===== config.mk =====
export PLATFORM = sky130hd
export DESIGN_NAME = contiguous_subsequence_matcher
export DESIGN_NICKNAME = d
export VERILOG_FILES = /design/src/design/csm_pkg.sv /design/src/design/csm_ctrl.sv /design/src/design/csm_dp.sv /design/src/design/contiguous_subsequence_matcher.sv
export SDC_FILE = /design/constraint.sdc
export NUM_CORES = 1
export LEC_CHECK = 0
export BUFFER_PORTS_ARGS = -buffer_cell sky130_fd_sc_hd__buf_2
export CAP_MARGIN = 5
export CORE_UTILIZATION = 38
export DETAILED_ROUTE_END_ITERATION = 12
export GPL_ROUTABILITY_DRIVEN = 0
export PLACE_DENSITY = 0.51
export SETUP_SLACK_MARGIN = 0.5
export SYNTH_ARGS = -nofsm -noshare
export SYNTH_HDL_FRONTEND = slang
export SYNTH_HIERARCHICAL = 1
export SYNTH_SLANG_ARGS = --single-unit

===== constraint.sdc =====
create_clock -name clk -period 4.5 [get_ports clk]
set_clock_uncertainty 0.05 [all_clocks]
set_input_delay 0.9 -clock clk [delete_from_list [all_inputs] [get_ports clk]]
set_output_delay 0.9 -clock clk [all_outputs]
set_load 0.005 [all_outputs]

===== src/design/csm_pkg.sv =====
// ----------------------------------------------------------------------------
// csm_pkg: shared types for the contiguous subsequence matcher
// Holds the input beat kind codes, the controller states and the command and
// status bundles that pass between the controller and the datapath.
// ----------------------------------------------------------------------------
package csm_pkg;

  // Kind of an input beat, carried on tuser.
  localparam logic CMD_PATTERN = 1'b0;
  localparam logic CMD_TEXT    = 1'b1;

  // Width of the result beat on the master side.
  localparam int unsigned OUT_W = 8;

  typedef enum logic [1:0] {
    S_IDLE,
    S_TCHK,
    S_CMP,
    S_EMIT
  } state_t;

  // Commands from the controller to the datapath.
  typedef struct packed {
    logic pat_write;
    logic txt_write;
    logic cmp_init;
    logic cmp_step;
    logic cmp_finish;
    logic emit;
  } cmd_t;

  // Status from the datapath to the controller.
  typedef struct packed {
    logic cmp_needed;
    logic cmp_done;
    logic item_last;
    logic out_free;
  } status_t;

endpackage


===== src/design/csm_ctrl.sv =====
// ----------------------------------------------------------------------------
// csm_ctrl: sequencing controller of the matcher
// Accepts input beats while idle, walks a text beat through the window check
// and the element-by-element compare, and hands a finished result to the
// output register.
// ----------------------------------------------------------------------------
module csm_ctrl (
  input  logic              clk,
  input  logic              rst,
  input  logic              s_tvalid,
  input  logic              s_tuser,
  output logic              s_tready,
  input  csm_pkg::status_t  status,
  output csm_pkg::cmd_t     cmd
);
  import csm_pkg::*;

  state_t state;
  state_t state_next;

  // State register.
  always_ff @(posedge clk) begin
    if (rst) begin
      state <= S_IDLE;
    end else begin
      state <= state_next;
    end
  end

  // Next state and commands.
  always_comb begin
    state_next = state;
    cmd        = '0;
    s_tready   = 1'b0;
    unique case (state)
      S_IDLE: begin
        s_tready = 1'b1;
        if (s_tvalid) begin
          if (s_tuser == CMD_PATTERN) begin
            cmd.pat_write = 1'b1;
          end else begin
            cmd.txt_write = 1'b1;
            state_next    = S_TCHK;
          end
        end
      end
      S_TCHK: begin
        // Compare only when a complete pattern can still be found.
        if (status.cmp_needed) begin
          cmd.cmp_init = 1'b1;
          state_next   = S_CMP;
        end else if (status.item_last) begin
          state_next = S_EMIT;
        end else begin
          state_next = S_IDLE;
        end
      end
      S_CMP: begin
        cmd.cmp_step = 1'b1;
        if (status.cmp_done) begin
          cmd.cmp_finish = 1'b1;
          state_next     = status.item_last ? S_EMIT : S_IDLE;
        end
      end
      S_EMIT: begin
        // Wait until the output register can take the result.
        if (status.out_free) begin
          cmd.emit   = 1'b1;
          state_next = S_IDLE;
        end
      end
      default: begin
        state_next = S_IDLE;
      end
    endcase
  end

endmodule


===== src/design/csm_dp.sv =====
// ----------------------------------------------------------------------------
// csm_dp: datapath of the matcher
// Holds the pattern memory, a circular text window memory, the pattern and
// text bookkeeping, the compare pipeline and the result output register.
// ----------------------------------------------------------------------------
module csm_dp #(
  parameter int unsigned PATTERN_MAX = 16
) (
  input  logic                        clk,
  input  logic                        rst,
  input  logic [31:0]                 s_tdata,
  input  logic                        s_tlast,
  input  csm_pkg::cmd_t               cmd,
  output csm_pkg::status_t            status,
  output logic                        m_tvalid,
  input  logic                        m_tready,
  output logic [csm_pkg::OUT_W-1:0]   m_tdata
);
  import csm_pkg::*;

  localparam int unsigned LW = $clog2(PATTERN_MAX + 1);
  localparam int unsigned AW = (PATTERN_MAX > 1) ? $clog2(PATTERN_MAX) : 1;
  localparam logic [LW-1:0] MAX_LEN  = LW'(PATTERN_MAX);
  localparam logic [AW-1:0] LAST_IDX = AW'(PATTERN_MAX - 1);

  // Memories.
  logic [31:0] pat_mem [PATTERN_MAX];
  logic [31:0] win_mem [PATTERN_MAX];

  // Pattern and text bookkeeping.
  logic [LW-1:0] pat_len;
  logic          pat_complete;
  logic          pat_ovf;
  logic [AW-1:0] wp;
  logic [LW-1:0] seen_cnt;
  logic          found;
  logic          item_last;

  // Compare pipeline.
  logic [LW-1:0] cmp_j;
  logic [AW-1:0] cmp_tptr;
  logic          rd_valid;
  logic          mism;
  logic [31:0]   p_rdata;
  logic [31:0]   t_rdata;

  logic [LW-1:0] len_eff;
  logic          ovf_eff;
  logic          issue;
  logic [LW:0]   wp_ext;
  logic [LW:0]   len_ext;
  logic [LW:0]   start_sum;
  logic [AW-1:0] wp_inc;
  logic [AW-1:0] tptr_inc;
  logic          out_matched;

  // A pattern beat after a completed pattern starts a new one.
  assign len_eff = pat_complete ? '0 : pat_len;
  assign ovf_eff = pat_complete ? 1'b0 : pat_ovf;

  assign issue    = cmd.cmp_step && (cmp_j < pat_len);
  assign wp_inc   = (wp == LAST_IDX) ? '0 : wp + 1'b1;
  assign tptr_inc = (cmp_tptr == LAST_IDX) ? '0 : cmp_tptr + 1'b1;

  // Oldest element of the newest pat_len text elements in the circular window.
  assign wp_ext    = (LW + 1)'(wp);
  assign len_ext   = (LW + 1)'(pat_len);
  assign start_sum = (wp_ext >= len_ext) ? (wp_ext - len_ext)
                                         : (wp_ext + (LW + 1)'(PATTERN_MAX) - len_ext);

  assign out_matched = found && pat_complete && !pat_ovf && (pat_len != '0);

  // Status toward the controller.
  always_comb begin
    status.cmp_needed = pat_complete && !pat_ovf && (pat_len != '0) &&
                        (seen_cnt >= pat_len) && !found;
    status.cmp_done   = !(cmp_j < pat_len) && !rd_valid;
    status.item_last  = item_last;
    status.out_free   = !m_tvalid || m_tready;
  end

  // Memory writes and registered reads.
  always_ff @(posedge clk) begin
    if (cmd.pat_write && (len_eff < MAX_LEN)) begin
      pat_mem[len_eff[AW-1:0]] <= s_tdata;
    end
    if (cmd.txt_write) begin
      win_mem[wp] <= s_tdata;
    end
    if (issue) begin
      p_rdata <= pat_mem[cmp_j[AW-1:0]];
      t_rdata <= win_mem[cmp_tptr];
    end
  end

  // Pattern, text and compare control registers.
  always_ff @(posedge clk) begin
    if (rst) begin
      pat_len      <= '0;
      pat_complete <= 1'b0;
      pat_ovf      <= 1'b0;
      wp           <= '0;
      seen_cnt     <= '0;
      found        <= 1'b0;
      item_last    <= 1'b0;
      cmp_j        <= '0;
      cmp_tptr     <= '0;
      rd_valid     <= 1'b0;
      mism         <= 1'b0;
    end else begin
      // Pattern load; elements past the store depth only raise overflow.
      if (cmd.pat_write) begin
        if (len_eff < MAX_LEN) begin
          pat_len <= len_eff + 1'b1;
          pat_ovf <= ovf_eff;
        end else begin
          pat_len <= len_eff;
          pat_ovf <= 1'b1;
        end
        pat_complete <= s_tlast;
        if (s_tlast) begin
          seen_cnt <= '0;
          found    <= 1'b0;
        end
      end

      // Text beat enters the window.
      if (cmd.txt_write) begin
        wp        <= wp_inc;
        item_last <= s_tlast;
        if (seen_cnt < MAX_LEN) begin
          seen_cnt <= seen_cnt + 1'b1;
        end
      end

      // Compare sequence over the pattern elements.
      if (cmd.cmp_init) begin
        cmp_j    <= '0;
        cmp_tptr <= start_sum[AW-1:0];
        rd_valid <= 1'b0;
        mism     <= 1'b0;
      end else begin
        if (cmd.cmp_step) begin
          rd_valid <= issue;
          if (issue) begin
            cmp_j    <= cmp_j + 1'b1;
            cmp_tptr <= tptr_inc;
          end
          if (rd_valid && (p_rdata != t_rdata)) begin
            mism <= 1'b1;
          end
        end
        if (cmd.cmp_finish && !mism) begin
          found <= 1'b1;
        end
      end

      // Result loaded for output: the text count and the match flag start over.
      if (cmd.emit) begin
        seen_cnt <= '0;
        found    <= 1'b0;
      end
    end
  end

  // Output register.
  always_ff @(posedge clk) begin
    if (rst) begin
      m_tvalid <= 1'b0;
    end else if (cmd.emit) begin
      m_tvalid <= 1'b1;
    end else if (m_tready) begin
      m_tvalid <= 1'b0;
    end
  end

  always_ff @(posedge clk) begin
    if (cmd.emit) begin
      m_tdata <= {(OUT_W - 2)'(0), pat_ovf, out_matched};
    end
  end

  // Checks on the datapath.
  a_len_range: assert property (@(posedge clk) disable iff (rst)
    (pat_len <= MAX_LEN) && (seen_cnt <= MAX_LEN))
    else $error("pattern length or text count beyond store depth");

  a_emit_free: assert property (@(posedge clk) disable iff (rst)
    cmd.emit |-> (!m_tvalid || m_tready))
    else $error("result loaded over an undelivered result");

  a_emit_valid: assert property (@(posedge clk) disable iff (rst)
    cmd.emit |=> m_tvalid)
    else $error("loaded result not presented");

  a_read_origin: assert property (@(posedge clk) disable iff (rst)
    rd_valid |-> $past(cmd.cmp_step))
    else $error("compare data valid without a compare step");

endmodule


===== src/design/contiguous_subsequence_matcher.sv =====
// ----------------------------------------------------------------------------
// contiguous_subsequence_matcher: pattern search over a stream of 32-bit words
// Loads a pattern, streams text through a window and reports on the text beat
// marked last whether the pattern occurred contiguously in that text.
// ----------------------------------------------------------------------------
// Pattern beat: taken in the idle state. Text beat: passes the window check state and,
// when the window is compared against a pattern of length L, the compare state (one
// element per cycle through the pattern and window memory read ports, skipped once
// a match is found). A text beat marked last then goes to the emit state, which loads
// the output register once an earlier result has left it; no beats are taken meanwhile.
// Reset (rst, synchronous) clears all control state; no clearing pass.
module contiguous_subsequence_matcher #(
  parameter int unsigned PATTERN_MAX = 16
) (
  input  logic                       clk,
  input  logic                       rst,
  input  logic                       s_tvalid,
  output logic                       s_tready,
  input  logic [31:0]                s_tdata,  // [31:0] value
  input  logic                       s_tuser,  // [0] command
  input  logic                       s_tlast,
  output logic                       m_tvalid,
  input  logic                       m_tready,
  output logic [csm_pkg::OUT_W-1:0]  m_tdata   // [0] matched, [1] pattern_overflow
);
  import csm_pkg::*;

  cmd_t    cmd;
  status_t status;

  // Sequencing controller.
  csm_ctrl u_ctrl (
    .clk      (clk),
    .rst      (rst),
    .s_tvalid (s_tvalid),
    .s_tuser  (s_tuser),
    .s_tready (s_tready),
    .status   (status),
    .cmd      (cmd)
  );

  // Memories, compare pipeline and output register.
  csm_dp #(
    .PATTERN_MAX (PATTERN_MAX)
  ) u_dp (
    .clk      (clk),
    .rst      (rst),
    .s_tdata  (s_tdata),
    .s_tlast  (s_tlast),
    .cmd      (cmd),
    .status   (status),
    .m_tvalid (m_tvalid),
    .m_tready (m_tready),
    .m_tdata  (m_tdata)
  );

endmodule

After elaboration in Yosys (flattened, before gate mapping) --
Memory sizes are Yosys's and may differ from the RTL's. A register that Yosys moved wholly into a read port is not among the register bits. Cells that the tools add are included.
Cells by class: add/sub/neg operators 8, order comparisons 5, equality and inequality tests 11, mux-type cells 42, reductions and logical operators 31
Operators with widths (count):
- $ne A32 B32 Y1 | 1
- $mux W5 | 6
- $mux W4 | 6
- $mux W1 | 20
- $mux W2 | 9
- $add A5 B1 Y5 const B | 3
- $add A4 B1 Y4 const B | 3
- $logic_and A1 B1 Y1 | 12
- $lt A5 B5 Y1 const B | 2
- $eq A4 B4 Y1 const B | 2
- $ne A2 B2 Y1 const B | 4
- $pmux W2 S4 | 1
- $reduce_and A2 Y1 | 4
- $sub A4 B4 Y4 | 2
- $logic_not A1 Y1 | 6
- $reduce_bool A2 Y1 | 3
- $ge A4 B5 Y1 | 1
- $ge A5 B5 Y1 | 1
- $lt A5 B5 Y1 | 1
- $reduce_bool A5 Y1 | 1
- $eq A2 B2 Y1 const B | 2
- $reduce_and A4 Y1 | 1
- $reduce_or A2 Y1 | 2
- $eq A2 B1 Y1 const B | 1
- 3 further kinds | 3
Storage, ports and cells: bits in registers 34, bits in writable memories 1024, input bits 38, output and inout port bits 10, memories 2
Memories:
- u_dp.pat_mem | words 16, bits a word 32, rd ports 1, clocked after memory_dff 1, write ports 1, RTL line csm_dp.sv:27 | logic [31:0] pat_mem [PATTERN_MAX];
- u_dp.win_mem | words 16, bits a word 32, rd ports 1, clocked after memory_dff 1, write ports 1, RTL line csm_dp.sv:28 | logic [31:0] win_mem [PATTERN_MAX];

Longest topological paths before layout --
Gate-level depths: netlist of run 1.
depth in word-level cells 9, gate-level depth with buffers 12

Cells and area by module --
Netlist of run 1, hierarchy kept.
By module, submodules not included:
- csm_dp | instances 1, cells each 2042, area each 43302.8 um^2, sequential area each 33332.0 um^2
- csm_ctrl | instances 1, cells each 20, area each 156.4 um^2, sequential area each 40.0 um^2

Least setup slack after synthesis of run 1 --
OpenSTA, ideal clock, no wires.
path type input to register, from input port s_tvalid, to memory u_dp.pat_mem[0][0], enable pin, library setup time 0.421 ns, data arrival time 2.992 ns, required time 4.029 ns, path slack 1.037 ns, stages 5, path buffers 1, path through nand2_1 nor2_1 clkbuf_1 o21ai_0 nor2_1
RTL lines:
- start, declared | RTL line contiguous_subsequence_matcher.sv:17 | input logic s_tvalid,
- end, declared | RTL line csm_dp.sv:27

Worst setup path after layout of run 1 --
from register u_dp.pat_len[3], to register u_dp.p_rdata[1], read port of u_dp.pat_mem, enable pin
On the way: word-level cells in the longest chain between the ends 2
RTL lines:
- start, declared | RTL line csm_dp.sv:31 | logic [LW-1:0] pat_len;
- start signal, assigned | RTL line csm_dp.sv:114 | pat_len <= len_eff + 1'b1;
- start signal, assigned | RTL line csm_dp.sv:117 | pat_len <= len_eff;
- $lt A5 B5 Y1 | RTL line csm_dp.sv:61 | assign issue = cmd.cmp_step && (cmp_j < pat_len);
- $logic_and A1 B1 Y1 | RTL line csm_dp.sv:61
- via u_dp.issue | RTL line csm_dp.sv:49 | logic issue;
- end, declared | RTL line csm_dp.sv:44 | logic [31:0] p_rdata;
The timed path passes the listed nets, and every way through them passes these cells. A chain may end at the register's enable or synchronous reset.

==> results of run 1 <==
==> Yosys cell counts (2+ instances only) <==
master,instances
sky130_fd_sc_hd__a31oi_1,35
sky130_fd_sc_hd__edfxtp_1,1090
sky130_fd_sc_hd__mux4_2,256
sky130_fd_sc_hd__a22oi_1,2
sky130_fd_sc_hd__o21ai_0,5
sky130_fd_sc_hd__a21oi_1,53
sky130_fd_sc_hd__xnor2_1,36
sky130_fd_sc_hd__inv_1,22
sky130_fd_sc_hd__mux2i_1,37
sky130_fd_sc_hd__a21o_1,5
sky130_fd_sc_hd__and2_1,17
sky130_fd_sc_hd__nor3b_1,2
sky130_fd_sc_hd__nor2_1,37
sky130_fd_sc_hd__nor2b_1,66
sky130_fd_sc_hd__buf_1,4
sky130_fd_sc_hd__nand3_1,6
sky130_fd_sc_hd__mux2_2,2
sky130_fd_sc_hd__nor4_1,5
sky130_fd_sc_hd__buf_4,21
sky130_fd_sc_hd__xor2_1,3
sky130_fd_sc_hd__nand2_1,79
sky130_fd_sc_hd__ha_1,24
sky130_fd_sc_hd__and3_1,11
sky130_fd_sc_hd__a211oi_1,69
sky130_fd_sc_hd__clkbuf_1,57
sky130_fd_sc_hd__o211ai_1,3
sky130_fd_sc_hd__dfxtp_1,32
sky130_fd_sc_hd__buf_6,10
sky130_fd_sc_hd__nor3_1,7
sky130_fd_sc_hd__nand2b_1,8
sky130_fd_sc_hd__nand4_1,11
sky130_fd_sc_hd__o21a_1,4
sky130_fd_sc_hd__buf_2,19
==> worst max-delay path by stage <==
stage                                start             endpoint  slack, ns
final                      u_dp/pat_len[3]      u_dp/p_rdata[1]       1.53
after global routing       u_ctrl/state[0]  u_dp/win_mem[3][23]       1.33
after global placement            s_tvalid   u_dp/win_mem[3][4]       1.16
after CTS                 u_dp/cmp_tptr[0]     u_dp/t_rdata[31]       1.52
after detailed placement          s_tvalid  u_dp/win_mem[3][31]       1.13
after floorplan                   s_tvalid   u_dp/pat_mem[0][0]       1.04
==> power groups by stage <==
stage / combinational (uW) / sequential [uW] / clock, uW
after floorplan: 239 / 11800 / 0
after global placement: 561 / 11800 / 0
after detailed placement: 569 / 11800 / 0
after CTS: 572 / 11600 / 9660
after global routing: 607 / 11600 / 10100
final: 558 / 11600 / 9460
==> cells by family after synthesis <==
logic type      after synthesis
mux                         295
buf+inv                     137
simple gates                258
fa+ha+maj                    25
compound gates              185
xor+xnor                     39
flops                      1122
other cells                   1
==> state kept, by name, summed over array words and instances, names as in the netlist <==
| signal | cells |
|---|---|
| u_dp/seen_cnt | 5 |
| u_dp/m_tdata | 2 |
| u_dp/pat_mem | 512 |
| u_dp/item_last | 1 |
| u_dp/cmp_j | 5 |
| u_dp/wp | 4 |
| u_ctrl/state | 2 |
| u_dp/m_tvalid | 1 |
| u_dp/pat_ovf | 1 |
| u_dp/win_mem | 512 |
| u_dp/mism | 1 |
| u_dp/p_rdata | 32 |
| u_dp/cmp_tptr | 4 |
| u_dp/pat_complete | 1 |
| u_dp/t_rdata | 32 |
| u_dp/pat_len | 5 |
| u_dp/found | 1 |
| u_dp/rd_valid | 1 |
==> through the flow <==
step	std cells	power, uW
after global routing	3768	22200
final	3773	21600
after CTS	3768	21800
after global placement	3552	12300
after detailed placement	3552	12300
after floorplan	2067	12000
==> area by class of cell <==
class,count,area share (%)
Timing Repair Buffer,99,1.63
Multi-Input combinational cell,808,19.2
Inverter,23,0.175
Clock inverter,71,1.55
Clock buffer,145,6.05
Sequential cell,1122,67.6
Tap cell,1500,3.80
Antenna cell,5,0.0253
==> critical path, delay by kind of cell, from the launching register on <==
| kind | cells | cell delay, ns |
|---|---|---|
| and+or+nand+nor | 2 | 0.88 |
| buffers and inverters | 2 | 0.64 |
| DFF | 1 | 0.47 |
| adders and majority gates | 1 | 0.35 |
| AOI/OAI and AO/OA | 1 | 0.19 |
==> layer usage <==
layer	track usage, %	routed length (um)
met1	26.6	46500
met4	3.97	1940
met5	0	0
met2	28.6	49800
met3	2.79	5770
==> results.txt, run 1 <==
- Outcome: complete, no violations
- TritonCTS built the clock tree.
* Simple-gate portion of the synthesized area: 3.05%
- IR analysis of the VDD net gives a maximum drop of 0.000465 V.
- Count of final max-slew check failures: 0
- Leading cell types in the layout, fill and taps excluded: sky130_fd_sc_hd__edfxtp_1 (1090), sky130_fd_sc_hd__mux4_2 (256), sky130_fd_sc_hd__clkbuf_16 (114)
* Routed vias: 20325
- Synthesis produced 2062 cells.
* Die Y-Extent: 340 um
- During synthesis, Yosys emitted a total of 6 warnings.
* FF-to-FF Start: u_dp/pat_len[3]
- Area taken by multi-input logic gates: 9480 um^2
- The synthesized netlist contains 57 unique library cells.
- Dividing the detail-routed via count by the number of cells gives 5.39.
- For this configuration, the core starts out at a cell density of 38.5%.
* Worst-skew pair later-pin latency: 0.70 ns
- The worst setup path is captured at a register.
- Post-route ant nets: 0
- Max Root-Sink Buffers: 3
- Synthesized-area fraction occupied by ao, oa, aoi and oai cells: 2.79%
- Vias in the first global route: 20939
- Summing all flip-flop and latch instances after layout gives 33400 um^2.
- Die Width: 340 um
- Pre-CTS setup slack: 1.13 ns
- The worst setup path is launched from a register.
* Number of storage elements in the synthesis netlist: 1122
- Summed over all cells, the static leakage comes to 0.0149 uW.
- Number of sinks on the clock net: 1122
* Clock-pin slew reported for the worst setup and hold paths after clock tree synthesis: 0.06 ns
* Number of endpoints with negative hold slack in the final report: 0
* Synth area leader: sky130_fd_sc_hd__edfxtp_1
- Total non-filler cell area in the finished layout: 49400 um^2
* Tcrit/Tclk final: 66.0%
* CP max-delay cell: sky130_fd_sc_hd__or4b_1
* Most frequent standard cell in the layout excluding fill and tap cells: sky130_fd_sc_hd__edfxtp_1
- Post-Synth Adder-Cell Area: 0.737%
- For this block, the initial DRC count from the detailed router was 1851.
- Count of hold buffers inserted by post-cts repair: 0
- The area growth from synthesis to layout is 13.7%.
- Synthesized cell area: 43500 um^2
- The worst setup path is of the reg -> reg kind.
* Worst flop-to-flop path endpoint: u_dp/p_rdata[1]
- # DRC: 0
- Avg WL per Cell: 27.6 um
- Required time of the critical path: 4.81 ns
- Max Fclk: 337 MHz
- Post-CTS setup repair buffer count: 0
- The number of cells on the worst reg-to-reg path is 6.
- Clock share of power: 43.9%
* Worst-margin pin slew: 1.04 ns
- Traced cell by cell, the critical path runs through inv_1 > ha_1 > or4b_1 > o31a_1 > nand2_4 > buf_4.
* Data arrival at the endpoint of the critical path: 3.28 ns
- Seq/Total Area, Yosys: 76.8%
- In this run the tightest slew margin relative to its limit is 30.5%.
- TritonCTS buffer count: 114
- Number of placed I/O pins: 48
- Crit-path max FO: 30
- Fraction of final layout cells sized beyond drive strength 1: 24.8%
* Destination of the worst hold path: u_dp/seen_cnt[4]
* Core Util, Final: 43.7%
* Mux contribution to synthesized area: 14.2%
* Pin count of the biggest net entering global routing: 68
- Setup violations remaining at the end of the flow were counted as 0.
- Floorplan die area: 116000 um^2
* Synthesized-area fraction occupied by xor and xnor cells: 0.786%
* Worst Hold Launch: u_dp/seen_cnt[4]
- Core Box Area: 113000 um^2
- The synthesized design contains 1090 enable-type register cells.
* Internal Dissipation: 17200 uW
- Fin worst setup slack: 1.53 ns
- Leading cell types by total area after synthesis: sky130_fd_sc_hd__edfxtp_1 (75%), sky130_fd_sc_hd__mux4_2 (13%), sky130_fd_sc_hd__dfxtp_1 (1.5%)
- Largest family of logic cells by synthesized area: multiplexers
* RSZ-0062 raised after global routing: no
- The share of synthesized area in the top cell type comes to 75.3%.
- Proportion of synthesized flip-flops having asynchronous set or reset: 0%
- The first detailed-routing pass took 5 iterations.
* Aggregate negative setup slack: 0 ns
* Gr usage total: 18.1%
- Sequential cells account for 53.5% of the total power.
- Post-layout min period: 2.97 ns
* Proportion of total power due to net switching: 20.3%
- Along the worst hold path, the cell count comes to 2.
* Average instance area after synthesis: 21.1 um^2
* Combinational Power Share: 2.6%
- Net switching power figure: 4380 uW
* Wire length after detailed routing: 104000 um
- For this design the ratio of total power to cell area is 437 nW/um^2.
- The wire-length estimate of the detail-placed layout is 62000 um.
* R2R setup slack: 1.53 ns
* Clock tree root buffer cell: sky130_fd_sc_hd__clkbuf_16
* Floorplan row count: 123
- The worst hold path belongs to the class reg -> reg.
- Final hold analysis gives a worst-case slack of 0.471 ns.
- Once the clock tree was built, the resizer swapped 0 gates to a different size.
- The first global-routing pass estimated 151000 um of wire.
* Number of antenna violations at the first check in global routing: 4
- Maximum level of the CTS H-tree: 3
* Input/output buffers: 41
- Summed over all layers, the global routing overflow is 0.
- The layout has 9784 filler cells.
- The tool flagged a number of max-cap violations equal to 0.
* Crit-path max cell delay: 0.52 ns
- In this run the cell area measured after placement is 45600 um^2.
- In the synthesized netlist the dominant register cell turns out to be sky130_fd_sc_hd__edfxtp_1.
- Nets@finish: 2231
(Power assumes the default switching activity.)
==> inputs of run 2 (changes only) <==
==> constraint.sdc (replaced) <==
create_clock -name clk -period 2.8 [get_ports clk]
set_clock_uncertainty 0.05 [all_clocks]
set_input_delay 0.56 -clock clk [delete_from_list [all_inputs] [get_ports clk]]
set_output_delay 0.56 -clock clk [all_outputs]
set_load 0.005 [all_outputs]
==> results.txt, run 2 (synthesis results as in run 1) <==
* Outcome: complete, no violations
- Placed cell areas: 46500 um^2 (+1.9%)
* Die Width: 340 um (unchanged)
- The met1 capacity usage during global routing is 24.6% (-2.0 points).
- Clock tree from TritonCTS: yes
* Die Y-Extent: 340 um (unchanged)
- The fmax came to 435 MHz (+29%).
- The depth of the CTS H-tree came to 3 (unchanged).
- The maximum buffer depth of the clock tree is 3 (unchanged).
* Core Box Area: 113000 um^2 (unchanged)
* Layout filler cell count: 9593 (-2.0%)
* # diodes: 0 (-5)
* Wire length after detailed routing: 103000 um (-0.82%)
- The CTS sink count is 1122 (unchanged).
- Per-cell via count in the routed design: 5.39 (about the same)
- The number of routed nets with antenna violations is 0 (unchanged).
- Capturing element type of the critical path: register
* Post-layout min period: 2.30 ns (-0.672 ns)
* Pin count of the biggest net entering global routing: 56 (-18%)
- Number of design-rule violations left by the first detailed-router iteration: 1478 (-20%)
- PD cells: 685 nW/um^2 (+57%)
- Floorplan row count: 123 (unchanged)
- Leading cell types in the layout, fill and taps excluded: sky130_fd_sc_hd__edfxtp_1 (1090), sky130_fd_sc_hd__mux4_2 (256), sky130_fd_sc_hd__clkbuf_16 (122)
- Clock-pin slew reported for the worst setup and hold paths after clock tree synthesis: 0.06 ns (about the same)
- The number of search-and-repair iterations in the first detailed-routing pass was 5 (unchanged).
* # DRC: 0 (unchanged)
- Number of placed I/O pins: 48 (unchanged)
* Number of antenna violations at the first check in global routing: 2 (-2)
- GRT Max-Usage Layer: met2
* Launching element type of the critical path: register
- The smallest hold slack came to 0.116 ns (-0.355 ns).
- Tcrit/Tclk final: 82.1% (+16 points)
* Total non-filler cell area in the finished layout: 50800 um^2 (+2.7%)
* Vias in the first global route: 21741 (+3.8%)
* Area taken by flip-flops and latches: 33400 um^2 (about the same)
- The measured slew at the worst slew-check pin came to 0.871 ns (-0.171 ns).
* Crit Path Class: reg -> reg
- Setup repair after global routing could not meet its margin everywhere.
* Count of hold buffers inserted by post-cts repair: 0 (unchanged)
* Sum of net half-perimeters after detailed placement: 58800 um (-5.1%)
- Max-Slew Margin vs Limit: 41.9% (+11 points)
- The met3 usage in global routing came to 2.82% (+0.034 points).
- Maximum vdd drop: 0.000505 V (+8.7%)
* GRT met2 Usage: 29.1% (+0.51 points)
- Fraction of final layout cells sized beyond drive strength 1: 29.0% (+4.2 points)
- The final net count was 2306 (+3.4%).
- Clock tree synthesis selected as its root buffer the cell sky130_fd_sc_hd__clkbuf_16.
* Synthesis-to-layout area growth: 16.8%
- The first-pass GRT wire length was 150000 um (-0.47%).
- Max_cap viols: 0 (unchanged)
- Aggregate negative setup slack: 0 ns (unchanged)
* Worst-skew pair later-pin latency: 0.69 ns (about the same)
* Floorplan die area: 116000 um^2 (unchanged)
- The overall track demand over capacity in global routing came to 17.7% (-0.37 points).
* Effective utilization at floorplan: 38.5% (unchanged)
* Overflow after GRT: 0 (unchanged)
- Tot Pwr: 34800 uW (+61%)
- Area taken by multi-input logic gates: 9710 um^2 (+2.5%)
* Most frequent standard cell in the layout excluding fill and tap cells: sky130_fd_sc_hd__edfxtp_1
- Crit-path max FO: 1 (-97%)
* Required time of the critical path: 3.33 ns (-1.48 ns)
- The reported leakage power is 0.0156 uW (+4.3%).
- Data arrival at the endpoint of the critical path: 2.83 ns (-0.45 ns)
- Type of the worst min-delay path: in -> reg
* Final setup violation count: 0 (unchanged)
- The post-detailed-route wirelength per cell is 26.9 um (-2.5%).
- Input/output buffers: 41 (unchanged)
- Count of final max-slew check failures: 0 (unchanged)
- TritonCTS buffer count: 116 (+1.8%)
* Number of endpoints with negative hold slack in the final report: 0 (unchanged)
* Routed vias: 20683 (+1.8%)
run 2: cell types whose count changed in the layout (fill, tap and decap cells not counted), moves of 6 or more:
| cell | delta |
|---|---|
| sky130_fd_sc_hd__a211oi_1 | -6 |
| sky130_fd_sc_hd__a211oi_2 | +6 |
| sky130_fd_sc_hd__and3_2 | -9 |
| sky130_fd_sc_hd__and3_4 | +9 |
| sky130_fd_sc_hd__buf_12 | +29 |
| sky130_fd_sc_hd__buf_4 | +26 |
| sky130_fd_sc_hd__buf_6 | +10 |
| sky130_fd_sc_hd__clkbuf_1 | -6 |
| sky130_fd_sc_hd__clkbuf_16 | +8 |
| sky130_fd_sc_hd__clkinv_1 | -6 |
| sky130_fd_sc_hd__dfxtp_1 | -7 |
run 2: stage by stage:
stage | utilization (%) | cells | worst slack, ns
floorplan | - | 2067 | 0.437
global placement | 41.2 | 3600 | 0.149
detailed placement | 41.2 | 3600 | 0.172
CTS | 44.6 | 3818 | 0.467
global route | 44.9 | 3838 | 0.466
finish | 44.9 | 3838 | 0.501
run 2: timing repair:
item / in CTS / in global routing
buffers inserted: 4 / 17
endpoints found under the setup margin: 66 / 250
resized for setup: 11 / 34
endpoints found under the hold margin: 0 / 0
cloned: 1 / 3
pin swaps: 4 / 8
run 2: area by class of cell:
class / count / area share (%)
sequential: 1122 / 65.8
multi-input combinational: 809 / 19.1
inverter: 23 / 0.180
timing repair buffer: 171 / 3.70
clock buffer: 142 / 6.03
tap: 1500 / 3.70
clock inverter: 71 / 1.44
run 2: power by group:
| part | total [uW] | leakage [uW] | switching [uW] | internal, uW |
|---|---|---|---|---|
| clock | 15400 | 0.00185 | 6360 | 9040 |
| sequential | 18600 | 0.0101 | 41.4 | 18500 |
| combinational | 835 | 0.00366 | 544 | 291 |
| total | 34800 | 0.0156 | 6940 | 27800 |
run 2: layer usage:
metal / part of all wire (%) / vias to the layer above
li1: - / 8875
met1: 45 / 11210
met2: 49 / 448
met3: 4.2 / 148
met4: 2.2 / 2
met5: 0.013 / -
run 2: path summary, 6_finish.rpt:
path	cells past startpoint	end	start	slack, ns
worst max-delay path	6	u_dp/mism	u_dp/t_rdata[0]	0.50
worst min-delay path	3	u_dp/m_tvalid	m_tready	0.12
worst max register to register	6	u_dp/mism	u_dp/t_rdata[0]	0.50
worst min register to register	1	u_dp/mism	u_dp/mism	0.43
run 2: worst max-delay path: stages, from the launching register on:
cell	delay [ns]
sky130_fd_sc_hd__edfxtp_1	0.48
sky130_fd_sc_hd__xnor2_1	0.40
sky130_fd_sc_hd__nand4_1	0.37
sky130_fd_sc_hd__nor4_4	0.43
sky130_fd_sc_hd__buf_4	0.20
sky130_fd_sc_hd__a21oi_1	0.08
sky130_fd_sc_hd__o21a_1	0.17
